**src/rtl/core/c8x_pkg.sv**
```systemverilog
// Shared types and constants for the CHIP-8 instruction execute core.
// No dependencies; every other file in rtl/core imports this package.
package c8x_pkg;

  localparam int unsigned REG_COUNT  = 16;
  localparam int unsigned REG_AW     = $clog2(REG_COUNT);
  localparam int unsigned DATA_W     = 8;
  localparam int unsigned ADDR_W     = 12;
  localparam int unsigned WORD_W     = 16;
  localparam int unsigned STATUS_W   = 2;

  localparam logic [ADDR_W-1:0] START_RESET = 12'h200;
  localparam logic [ADDR_W-1:0] PC_STEP     = 12'd2;
  localparam logic [ADDR_W-1:0] PC_SKIP     = 12'd4;

  // Whole-word system instructions
  localparam logic [WORD_W-1:0] INSTR_CLS = 16'h00E0;
  localparam logic [WORD_W-1:0] INSTR_RET = 16'h00EE;

  // Major opcodes (top nibble)
  localparam logic [3:0] OP_SYS  = 4'h0;
  localparam logic [3:0] OP_JP   = 4'h1;
  localparam logic [3:0] OP_CALL = 4'h2;
  localparam logic [3:0] OP_SEB  = 4'h3;
  localparam logic [3:0] OP_SNEB = 4'h4;
  localparam logic [3:0] OP_SER  = 4'h5;
  localparam logic [3:0] OP_LDB  = 4'h6;
  localparam logic [3:0] OP_ADDB = 4'h7;
  localparam logic [3:0] OP_ALU  = 4'h8;
  localparam logic [3:0] OP_SNER = 4'h9;
  localparam logic [3:0] OP_LDI  = 4'hA;
  localparam logic [3:0] OP_JPV0 = 4'hB;
  localparam logic [3:0] OP_RND  = 4'hC;

  // Register-to-register group (low nibble of 8xyN)
  localparam logic [3:0] ALU_LD  = 4'h0;
  localparam logic [3:0] ALU_OR  = 4'h1;
  localparam logic [3:0] ALU_AND = 4'h2;
  localparam logic [3:0] ALU_XOR = 4'h3;

  // Result status codes
  localparam logic [STATUS_W-1:0] ST_DONE   = 2'd0;
  localparam logic [STATUS_W-1:0] ST_UNIMPL = 2'd1;
  localparam logic [STATUS_W-1:0] ST_HALT   = 2'd2;

  typedef struct packed {
    logic [ADDR_W-1:0]   next_pc;
    logic [ADDR_W-1:0]   index_value;
    logic                halted;
    logic [STATUS_W-1:0] status;
    logic                reg_written;
    logic [REG_AW-1:0]   written_index;
    logic [DATA_W-1:0]   written_value;
  } exec_res_t;

endpackage

```
**src/rtl/core/c8x_if.sv**
```systemverilog
// Valid/ready channel interfaces for instruction words and result words.
// Depends on c8x_pkg for field widths.
interface c8x_instr_if;
  import c8x_pkg::*;
  logic                valid;
  logic                ready;
  logic [WORD_W-1:0]   instruction_word;
  logic [DATA_W-1:0]   random_byte;
  modport source (output valid, output instruction_word, output random_byte, input ready);
  modport sink   (input valid, input instruction_word, input random_byte, output ready);
endinterface

interface c8x_result_if;
  import c8x_pkg::*;
  logic                valid;
  logic                ready;
  logic [ADDR_W-1:0]   next_pc;
  logic [STATUS_W-1:0] status;
  logic                reg_written;
  logic [REG_AW-1:0]   written_index;
  logic [DATA_W-1:0]   written_value;
  logic [ADDR_W-1:0]   index_value;
  modport source (output valid, output next_pc, output status, output reg_written,
                  output written_index, output written_value, output index_value,
                  input ready);
  modport sink   (input valid, input next_pc, input status, input reg_written,
                  input written_index, input written_value, input index_value,
                  output ready);
endinterface

```
**src/rtl/core/c8x_regfile.sv**
```systemverilog
// V0..VF register file: synchronous memory, two read ports, one write port.
// Depends on c8x_pkg. Forwards a write that lands on the same edge as a read.
module c8x_regfile (
  input  logic                      clk,
  input  logic                      rst,
  input  logic                      rd_en,
  input  logic [c8x_pkg::REG_AW-1:0] rd_addr_a,
  input  logic [c8x_pkg::REG_AW-1:0] rd_addr_b,
  output logic [c8x_pkg::DATA_W-1:0] rd_data_a,
  output logic [c8x_pkg::DATA_W-1:0] rd_data_b,
  input  logic                      wr_en,
  input  logic [c8x_pkg::REG_AW-1:0] wr_addr,
  input  logic [c8x_pkg::DATA_W-1:0] wr_data
);
  import c8x_pkg::*;

  logic [DATA_W-1:0]    mem [REG_COUNT];
  logic [REG_COUNT-1:0] written;

  logic [DATA_W-1:0] q_a, q_b, fwd_data;
  logic              hit_a, hit_b, vld_a, vld_b;

  always_ff @(posedge clk) begin
    if (wr_en) begin
      mem[wr_addr] <= wr_data;
    end
  end

  // Entries never written since reset read as zero
  always_ff @(posedge clk) begin
    if (rst) begin
      written <= '0;
    end else if (wr_en) begin
      written[wr_addr] <= 1'b1;
    end
  end

  always_ff @(posedge clk) begin
    if (rd_en) begin
      q_a      <= mem[rd_addr_a];
      q_b      <= mem[rd_addr_b];
      vld_a    <= written[rd_addr_a];
      vld_b    <= written[rd_addr_b];
      hit_a    <= wr_en && (wr_addr == rd_addr_a);
      hit_b    <= wr_en && (wr_addr == rd_addr_b);
      fwd_data <= wr_data;
    end
  end

  assign rd_data_a = hit_a ? fwd_data : (vld_a ? q_a : '0);
  assign rd_data_b = hit_b ? fwd_data : (vld_b ? q_b : '0);

endmodule

```
**src/rtl/core/c8x_exec.sv**
```systemverilog
// Instruction decode and execute logic for one CHIP-8 instruction.
// Depends on c8x_pkg; pure combinational, state lives in the top level.
module c8x_exec (
  input  logic [c8x_pkg::WORD_W-1:0] instruction_word,
  input  logic [c8x_pkg::DATA_W-1:0] random_byte,
  input  logic [c8x_pkg::DATA_W-1:0] vx,
  input  logic [c8x_pkg::DATA_W-1:0] vy,
  input  logic [c8x_pkg::ADDR_W-1:0] pc,
  input  logic [c8x_pkg::ADDR_W-1:0] index_reg,
  input  logic                      halted,
  output c8x_pkg::exec_res_t        res
);
  import c8x_pkg::*;

  logic [3:0]        op, n;
  logic [REG_AW-1:0] x;
  logic [DATA_W-1:0] kk;
  logic [ADDR_W-1:0] nnn, pc_step, pc_skip;
  logic              unknown;

  assign op      = instruction_word[15:12];
  assign x       = instruction_word[11:8];
  assign n       = instruction_word[3:0];
  assign kk      = instruction_word[7:0];
  assign nnn     = instruction_word[ADDR_W-1:0];
  assign pc_step = pc + PC_STEP;
  assign pc_skip = pc + PC_SKIP;

  always_comb begin
    res               = '0;
    res.next_pc       = pc;
    res.index_value   = index_reg;
    res.halted        = halted;
    res.status        = ST_DONE;
    unknown           = 1'b0;
    if (halted) begin
      res.status = ST_HALT;
    end else begin
      case (op)
        OP_SYS: begin
          if (instruction_word == INSTR_CLS || instruction_word == INSTR_RET) begin
            res.status = ST_UNIMPL;
          end else begin
            unknown = 1'b1;
          end
        end
        OP_JP:   res.next_pc = nnn;
        OP_CALL: res.status  = ST_UNIMPL;
        OP_SEB:  res.next_pc = (vx == kk) ? pc_skip : pc_step;
        OP_SNEB: res.next_pc = (vx != kk) ? pc_skip : pc_step;
        OP_SER:  res.next_pc = (vx == vy) ? pc_skip : pc_step;
        OP_SNER: res.next_pc = (vx != vy) ? pc_skip : pc_step;
        OP_LDB: begin
          res.reg_written   = 1'b1;
          res.written_value = kk;
        end
        OP_ADDB: begin
          res.reg_written   = 1'b1;
          res.written_value = vx + kk;
        end
        OP_ALU: begin
          res.reg_written = 1'b1;
          case (n)
            ALU_LD:  res.written_value = vy;
            ALU_OR:  res.written_value = vx | vy;
            ALU_AND: res.written_value = vx & vy;
            ALU_XOR: res.written_value = vx ^ vy;
            default: begin
              res.reg_written = 1'b0;
              unknown         = 1'b1;
            end
          endcase
        end
        OP_LDI: begin
          res.index_value = nnn;
          res.next_pc     = pc_step;
        end
        // vy carries V0 here: the top level steers read port B to V0
        OP_JPV0: res.next_pc = {{(ADDR_W-DATA_W){1'b0}}, vy} + nnn;
        OP_RND: begin
          res.reg_written   = 1'b1;
          res.written_value = random_byte & kk;
        end
        default: unknown = 1'b1;
      endcase
      if (unknown) begin
        res.halted = 1'b1;
        res.status = ST_HALT;
      end
      if (res.reg_written) begin
        res.written_index = x;
        res.next_pc       = pc_step;
      end
    end
  end

endmodule

```
**src/rtl/core/chip8_instruction_execute_core.sv**
```systemverilog
// CHIP-8 instruction execute core: top level with pipeline and state registers.
// Depends on c8x_pkg, c8x_if, c8x_regfile and c8x_exec.

// Executes one CHIP-8 instruction word per cycle, unless result back-pressure
// stalls it, and answers each with one result word: the next program
// counter (where the host fetches next), a status (0 executed,
// 1 CLS/RET/CALL not implemented, 2 unknown opcode or halted), the general
// register written, if any, and the index register I. Throughput is one
// instruction per clock while result.ready holds. An instruction word
// accepted at one edge has its V registers read from the register file
// memory at that edge; it executes while the output register is free, and
// its result word then enters the output register and raises result valid.
// The registered read of the register file and the output register lie
// between accept and result; a write that lands on the same edge as the
// next read is forwarded. The output register lets a new word enter while a
// result waits. An unknown opcode halts the core until reset: later words
// answer status 2 with the PC held. Writing cfg_wdata with cfg_we loads the
// PC; write it only while the core is idle. After reset the PC is 0x200, I
// and V0..VF are zero; no clearing pass is needed.
module chip8_instruction_execute_core (
  input  logic                      clk,
  input  logic                      rst,
  input  logic                      cfg_we,
  input  logic [c8x_pkg::ADDR_W-1:0] cfg_wdata,
  c8x_instr_if.sink                 instr,
  c8x_result_if.source              result
);
  import c8x_pkg::*;

  // Architectural state outside the register file
  logic [ADDR_W-1:0] pc;
  logic [ADDR_W-1:0] index_reg;
  logic              halted;

  // Execute stage: instruction waiting on its register reads
  logic              ex_valid;
  logic [WORD_W-1:0] ex_word;
  logic [DATA_W-1:0] ex_rnd;

  // Output register
  logic                out_valid;
  logic [ADDR_W-1:0]   out_next_pc;
  logic [STATUS_W-1:0] out_status;
  logic                out_reg_written;
  logic [REG_AW-1:0]   out_written_index;
  logic [DATA_W-1:0]   out_written_value;
  logic [ADDR_W-1:0]   out_index_value;

  logic              accept, advance;
  logic [REG_AW-1:0] rd_addr_a, rd_addr_b;
  logic [DATA_W-1:0] vx, vy;
  exec_res_t         res;

  // Advance execute into the output register whenever the output is free
  assign advance     = ex_valid && (!out_valid || result.ready);
  assign instr.ready = !ex_valid || advance;
  assign accept      = instr.valid && instr.ready;

  // Port A reads Vx; port B reads Vy, or V0 for a JP V0,nnn
  assign rd_addr_a = instr.instruction_word[11:8];
  assign rd_addr_b = (instr.instruction_word[15:12] == OP_JPV0) ?
                     '0 : instr.instruction_word[7:4];

  c8x_regfile u_regfile (
    .clk       (clk),
    .rst       (rst),
    .rd_en     (accept),
    .rd_addr_a (rd_addr_a),
    .rd_addr_b (rd_addr_b),
    .rd_data_a (vx),
    .rd_data_b (vy),
    .wr_en     (advance && res.reg_written),
    .wr_addr   (res.written_index),
    .wr_data   (res.written_value)
  );

  c8x_exec u_exec (
    .instruction_word (ex_word),
    .random_byte      (ex_rnd),
    .vx               (vx),
    .vy               (vy),
    .pc               (pc),
    .index_reg        (index_reg),
    .halted           (halted),
    .res              (res)
  );

  // Hold the instruction payload until it executes
  always_ff @(posedge clk) begin
    if (accept) begin
      ex_word <= instr.instruction_word;
      ex_rnd  <= instr.random_byte;
    end
  end

  always_ff @(posedge clk) begin
    if (rst) begin
      ex_valid <= 1'b0;
    end else if (accept) begin
      ex_valid <= 1'b1;
    end else if (advance) begin
      ex_valid <= 1'b0;
    end
  end

  // Commit state; user must send a config write only while idle; not checked
  always_ff @(posedge clk) begin
    if (rst) begin
      pc        <= START_RESET;
      index_reg <= '0;
      halted    <= 1'b0;
    end else begin
      if (advance) begin
        pc        <= res.next_pc;
        index_reg <= res.index_value;
        halted    <= res.halted;
      end
      if (cfg_we) begin
        pc <= cfg_wdata;
      end
    end
  end

  always_ff @(posedge clk) begin
    if (rst) begin
      out_valid <= 1'b0;
    end else if (advance) begin
      out_valid <= 1'b1;
    end else if (result.ready) begin
      out_valid <= 1'b0;
    end
  end

  always_ff @(posedge clk) begin
    if (advance) begin
      out_next_pc       <= res.next_pc;
      out_status        <= res.status;
      out_reg_written   <= res.reg_written;
      out_written_index <= res.written_index;
      out_written_value <= res.written_value;
      out_index_value   <= res.index_value;
    end
  end

  assign result.valid         = out_valid;
  assign result.next_pc       = out_next_pc;
  assign result.status        = out_status;
  assign result.reg_written   = out_reg_written;
  assign result.written_index = out_written_index;
  assign result.written_value = out_written_value;
  assign result.index_value   = out_index_value;

endmodule
```
**src/flat_wrapper.sv**
```systemverilog
// flat-port wrapper written by rule: the top's interface ports become plain ports
module chip8_instruction_execute_core_flat import c8x_pkg::*;
  (clk, rst, cfg_we, cfg_wdata, instr_valid, instr_instruction_word, instr_random_byte, instr_ready, result_valid, result_next_pc, result_status, result_reg_written, result_written_index, result_written_value, result_index_value, result_ready);
  c8x_instr_if instr_i ();
  c8x_result_if result_i ();
  input  logic clk;
  input  logic rst;
  input  logic cfg_we;
  input  logic [c8x_pkg::ADDR_W-1:0] cfg_wdata;
  input wire logic [$bits(instr_i.valid)-1:0] instr_valid;
  input wire logic [$bits(instr_i.instruction_word)-1:0] instr_instruction_word;
  input wire logic [$bits(instr_i.random_byte)-1:0] instr_random_byte;
  output wire logic [$bits(instr_i.ready)-1:0] instr_ready;
  output wire logic [$bits(result_i.valid)-1:0] result_valid;
  output wire logic [$bits(result_i.next_pc)-1:0] result_next_pc;
  output wire logic [$bits(result_i.status)-1:0] result_status;
  output wire logic [$bits(result_i.reg_written)-1:0] result_reg_written;
  output wire logic [$bits(result_i.written_index)-1:0] result_written_index;
  output wire logic [$bits(result_i.written_value)-1:0] result_written_value;
  output wire logic [$bits(result_i.index_value)-1:0] result_index_value;
  input wire logic [$bits(result_i.ready)-1:0] result_ready;
  assign instr_i.valid = instr_valid;
  assign instr_i.instruction_word = instr_instruction_word;
  assign instr_i.random_byte = instr_random_byte;
  assign instr_ready = instr_i.ready;
  assign result_valid = result_i.valid;
  assign result_next_pc = result_i.next_pc;
  assign result_status = result_i.status;
  assign result_reg_written = result_i.reg_written;
  assign result_written_index = result_i.written_index;
  assign result_written_value = result_i.written_value;
  assign result_index_value = result_i.index_value;
  assign result_i.ready = result_ready;
  chip8_instruction_execute_core u_core (.clk(clk), .rst(rst), .cfg_we(cfg_we), .cfg_wdata(cfg_wdata), .instr(instr_i), .result(result_i));
endmodule
```
**config.mk**
```make
export PLATFORM = sky130hd
export DESIGN_NAME = chip8_instruction_execute_core_flat
export DESIGN_NICKNAME = d
export VERILOG_FILES = /design/src/rtl/core/c8x_pkg.sv /design/src/rtl/core/c8x_if.sv /design/src/rtl/core/c8x_regfile.sv /design/src/rtl/core/c8x_exec.sv /design/src/rtl/core/chip8_instruction_execute_core.sv /design/src/flat_wrapper.sv
export SDC_FILE = /design/constraint.sdc
export NUM_CORES = 1
export LEC_CHECK = 0
export BUFFER_PORTS_ARGS = -buffer_cell sky130_fd_sc_hd__buf_2
export CAP_MARGIN = 15
export CORE_ASPECT_RATIO = 1.5
export CORE_UTILIZATION = 60
export CTS_BUF_LIST = sky130_fd_sc_hd__clkbuf_16
export DETAILED_ROUTE_END_ITERATION = 10
export GPL_ROUTABILITY_DRIVEN = 0
export PLACE_DENSITY = 0.87
export SETUP_SLACK_MARGIN = 0.15
export SLEW_MARGIN = 15
export SYNTH_ARGS = -nofsm -noshare
export SYNTH_HDL_FRONTEND = slang
export SYNTH_SLANG_ARGS = --single-unit
export TNS_END_PERCENT = 20
```
**constraint.sdc**
```tcl
create_clock -name clk -period 4.4 [get_ports clk]
set_input_delay 1.1 -clock clk [delete_from_list [all_inputs] [get_ports clk]]
set_output_delay 1.1 -clock clk [all_outputs]
set_load 0.05 [all_outputs]
```
# == After elaboration in Yosys (flattened, before gate mapping) ==
# Memory sizes are Yosys's and may differ from the RTL's. A register that Yosys moved wholly into a read port is not among the register bits.
# Cells that the tools add are included.
# word_totals
memories,1
mem_bits_rw,128
wordCells,118
romBits,0
register_bits,118
latchBits,0
# op_classes
n_reduce_logical,20
multipliers,0
n_lt_le_gt_ge,4
n_eq_ne,24
bitwise,5
n_shift,0
n_mux,41
add_sub_neg,4
div,0
# mem_list
memory,words,width,read_ports,rd_clocked_by_memory_dff,wr,line,source
u_core.u_regfile.mem,16,8,2,2,1,c8x_regfile.sv:17,logic [DATA_W-1:0] mem [REG_COUNT];
# op_table
op,count
$mux 12,8
$pmux 12 s7,1
$pmux 8 s4,2
$eq 16x8->1 const B,2
$mux 8,4
$mux 25,1
$eq 4x4->1 const B,6
$and 8x8->8,2
$eq 4x2->1 const B,4
$eq 4x3->1 const B,4
$eq 8x8->1,2
$ne 8x8->1,2
$or 16x16->16,1
$lt 4x5->1 const B,3
$mux 1,15
$mux 13,1
$add 12x2->12 const B,1
$add 12x3->12 const B,1
$add 8x12->12,1
$reduce_or 11->1,1
$add 8x8->8,1
$bmux 1 s4,2
$eq 4x1->1 const B,2
$eq 4x4->1,2
16 further kinds,29

# == Depth between registers and ports, before layout ==
# depth
word_depth,12
depth_mapped,14

# == Cells and area by module ==
# Synthesis repeated with hierarchy kept, for this count alone.
# hier_totals
hier_cells,1069
area_unflattened_um2,13904.6
# by_module_without_submodules
mod,cells_each,n_inst,area_each_um2
c8x_regfile,437,1,7972.6
chip8_instruction_execute_core,209,1,3113.0
c8x_exec,423,1,2819.0

# == Worst setup path after synthesis ==
# OpenSTA, ideal clock, no wires.
# synth_path
path_kind,register to register
from,register u_core.u_regfile.hit_a
to,register u_core.out_next_pc[9] (netlist: u_core.result.next_pc[9]) (data pin)
setup_ps,263
period_less_slack_ps,3394
path_slack_ps,1006
stages_incl_launch_ff,13
t_arrival_ps,3131
path_buffers,2
cell_sequence,edfxtp_1 -> buf_2 -> nor2b_1 -> a22o_1 -> ha_1 -> nor4_1 -> nand2_1 -> or3_1 -> buf_2 -> a211oi_2 -> o221ai_1 -> a211oi_1 -> nor2_1
# synth_lines
element,line,source
"start, declared",c8x_regfile.sv:21,"logic hit_a, hit_b, vld_a, vld_b;"
"start signal, assigned",c8x_regfile.sv:44,hit_a <= wr_en && (wr_addr == rd_addr_a);
"end signal, assigned",chip8_instruction_execute_core.sv:136,out_next_pc <= res.next_pc;
"end, declared",chip8_instruction_execute_core.sv:42,logic [ADDR_W-1:0] out_next_pc;

# == Worst setup path in the final report ==
# layout_path
from,register u_core.u_regfile.hit_a
to,register u_core.pc[8]
# layout_between
elab_chain_len,8
# layout_rtl
element,line,source
$mux 8 *,c8x_regfile.sv:50,assign rd_data_a = hit_a ? fwd_data : (vld_a ? q_a : '0);
"$ne 8x8->1, or another cell as far along",c8x_exec.sv:52,OP_SNER: res.next_pc = (vx != vy) ? pc_skip : pc_step;
$mux 12 (on tied branches),--,
$pmux 12 s7 *,c8x_exec.sv:39,case (op)
$mux 12 *,c8x_exec.sv:90,if (res.reg_written) begin
$mux 25 *,c8x_exec.sv:36,if (halted) begin
$mux 12 *,chip8_instruction_execute_core.sv:113,if (advance) begin
$mux 12 *,chip8_instruction_execute_core.sv:118,if (cfg_we) begin
"end signal, assigned",chip8_instruction_execute_core.sv:114,pc <= res.next_pc;
"end signal, assigned",chip8_instruction_execute_core.sv:119,pc <= cfg_wdata;
"end, declared",chip8_instruction_execute_core.sv:31,logic [ADDR_W-1:0] pc;
# Every way passes the cells marked *; elsewhere a longest branch is shown, timed or not. The select of a mux whose other input is x is not followed.
# A chain may end at the register's enable or synchronous reset.

==> flow_metrics.tcl <==
set metrics [dict create \
    status "finished clean" \
    grt_use_total 0.348 \
    grt_max_degree 39 \
    async_flop_share 0 \
    p_switching_mw 1.53 \
    hold_buffers 0 \
    finalSetupTns_ns 0 \
    fin_nets 1341 \
    antenna_found_initial 0 \
    max_stage_delay_ns 0.61 \
    syn_inst 1190 \
    grt_pass1_vias 10800 \
    setup_viol 0 \
    max_freq_ghz 0.255 \
    period_needed_ns 3.92 \
    slew_headroom 0.252 \
    fin_crit_sh 0.890 \
    post-route-util 0.685 \
    totalWireLength_um 41100 \
    clk_pin_slew_ns 0.06 \
    total_power_mw 5.86 \
    cp-start-kind "flop" \
    required_ns 4.82 \
    path_buf_inv 0 \
    clock_power_share 0.377 \
    cts.path.max_buffers 3 \
    ys_ff_latch 262 \
    hold_violations 0 \
    io-pin-count 82 \
    cts_tree "done" \
    synth_top_cell_area_share 0.468 \
    dieWidth_um 127 \
    syn2layout_area_growth_pct 11.9 \
    synth.area.top_cells "edfxtp_1, mux4_2, dfxtp_1, mux2_2, ha_1" \
    p_leak_nw 5.67 \
    vias_per_cell 7.09 \
    antenna_cells 0 \
    seq_power_share 0.484 \
    power.density_nw_per_um2 373 \
    wl_per_cell_um 26.3 \
    switching_share 0.261 \
    post-dp-hpwl_um 27500 \
    dpl_cell_area_um2 14900 \
    final_common_cell "edfxtp_1" \
    cts_made_buffers 25 \
    grt.overflow.total 0 \
    drc 0 \
    synth_enable_flop_cells 219 \
    critical_path_class "reg2reg" \
    syn_nets 1266 \
    drv_cap 0 \
    hold_class "reg2reg" \
    tightestPinTransition_ns 1.12 \
    drtIter0Drc 1513 \
    cpLargestDelayFamily "simple AND/OR/NAND/NOR gates" \
    grt_pass1_wl_um 61800 \
    htreeDepth 1 \
    yosysSeqAreaShare 0.529 \
    ys.warnings.count 0 \
    netlist_area_um2 14100 \
    dp_cells 1518 \
    avgSynthCellArea_um2 11.8 \
    core-area_um2 23000 \
    fin_skew_ns 0.0210 \
    final_cell_mix "edfxtp_1, nor2_1, nand2_1, buf_2, a21oi_1" \
    synth_top_area_cell "edfxtp_1" \
    dr.pass1.iters 7 \
    ys.flop_type "edfxtp_1" \
    drive_above_1_share 0.224 \
    final_max_slew_viol_count 0 \
    combPwrFrac 0.139 \
    cts_resized 0 \
    clock-root-buffer "clkbuf_16" \
    holdWs_ns 0.486 \
    place_ws_ns 0.555 \
    clkLatencyLatePin_ns 0.55 \
    dr_total_vias 11100 \
    dieArea_um2 24100 \
    path_cells "nor2b_1 -> a22o_1 -> ha_1 -> nor4_1 -> nand2_1 -> o41ai_1 -> and2_0 -> nor2_1 -> o211ai_1 -> nand3_1 -> a2111oi_0" \
    critPathSlowestCell "edfxtp_1" \
    cell_internal_pwr_mw 4.33 \
    clock_sinks 262 \
    reg_top3 "u_core.u_regfile.mem (128), u_core.ex_word (16), u_core.u_regfile.written (16)" \
    fp-row-count 68 \
    antenna_left 0 \
    critPathMaxFanout 15 \
    die_h_um 189 \
    top_register "u_core.u_regfile.mem" \
    stdcell_area_um2 15700 \
    synth_cell_types 78 \
    largest_reg_flops 128 \
    cp-end-kind "flop" \
    post_layout_nonfiller_instances 1563 \
    worstPathArrival_ns 4.34 \
    postCtsSetupRepairBufs 0 \
    port_buffers 81 \
    fin_ws_ns 0.482 \
    ir_drop_mv 0.382 \
    rsz0062_at_grt "no" \
    initial_utilization 0.612 \
]
power groups by stage:
stage               clock (mW)  combinational (mW)  sequential, mW
CTS                       2.21               0.786            2.83
finish                    2.21               0.812            2.84
global route              2.31               0.857            2.84
floorplan                    0               0.509            2.92
global placement             0               0.756            2.88
detailed placement           0               0.777            2.89
worst reg2reg max path, stage by stage, from the launching register on:
cell and delay, ns:
edfxtp_1 0.61, nor2b_1 0.40, a22o_1 0.25, ha_1 0.29
nor4_1 0.28, nand2_1 0.19, o41ai_1 0.50, and2_0 0.38
nor2_1 0.14, o211ai_1 0.25, nand3_1 0.11, a2111oi_0 0.38
Yosys cell counts (6+ instances only):
cell      count
a21o_1        9
a21oi_1      79
a221oi_1     27
a22o_1       13
a31oi_1       8
a32o_1        9
and2_1        6
and3_1        6
buf_1        10
buf_2         6
clkbuf_1     61
dfxtp_1      43
edfxtp_1    219
ha_1         33
inv_1        42
mux2_2       48
mux2i_1      20
mux4_2       53
nand2_1      81
nand2b_1      9
nand3_1      24
nor2_1      108
nor2b_1      16
nor3_1       35
nor4_1       10
o21a_1       10
o21ai_0      62
o22ai_1      12
or3_1         7
xnor2_1      16
xor2_1       13
layer usage:
metal,global-route usage,share of wire
met1,0.384,0.31
met4,0.305,0.10
met2,0.580,0.49
met5,0.00210,0
met3,0.0582,0.094
cells by family (layout without fill, tap and decap cells):
logic type / Yosys count / in the layout / share of synthesized area
AO/OA/AOI/OAI: 285 / 285 / 0.135
XOR/XNOR: 29 / 29 / 0.0181
adder cells (fa/ha/maj): 35 / 35 / 0.0322
buffers and inverters: 124 / 217 / 0.0342
flip-flops: 262 / 262 / 0.529
multiplexers: 122 / 122 / 0.139
AND/OR/NAND/NOR: 333 / 333 / 0.113
area by class of cell:
type                       count  area [µm²]
timing repair buffer         126         756
clock buffer                  25         626
inverter                      46         173
sequential                   262        7440
clock inverter                20         215
multi-input combinational    804        6170
tap                          280         350
fill                        1533        7250
path summary, 6_finish.rpt:
kind | start | endpoint | slack (ns) | depth (start not counted)
max | u_core.u_regfile.hit_a | u_core.pc[8] | 0.48 | 11
min | u_core.u_regfile.written[7] | u_core.u_regfile.written[7] | 0.49 | 1
max reg2reg | u_core.u_regfile.hit_a | u_core.pc[8] | 0.48 | 11
min reg2reg | u_core.u_regfile.written[7] | u_core.u_regfile.written[7] | 0.49 | 1
Note: power is estimated with default switching activity, not from simulation.
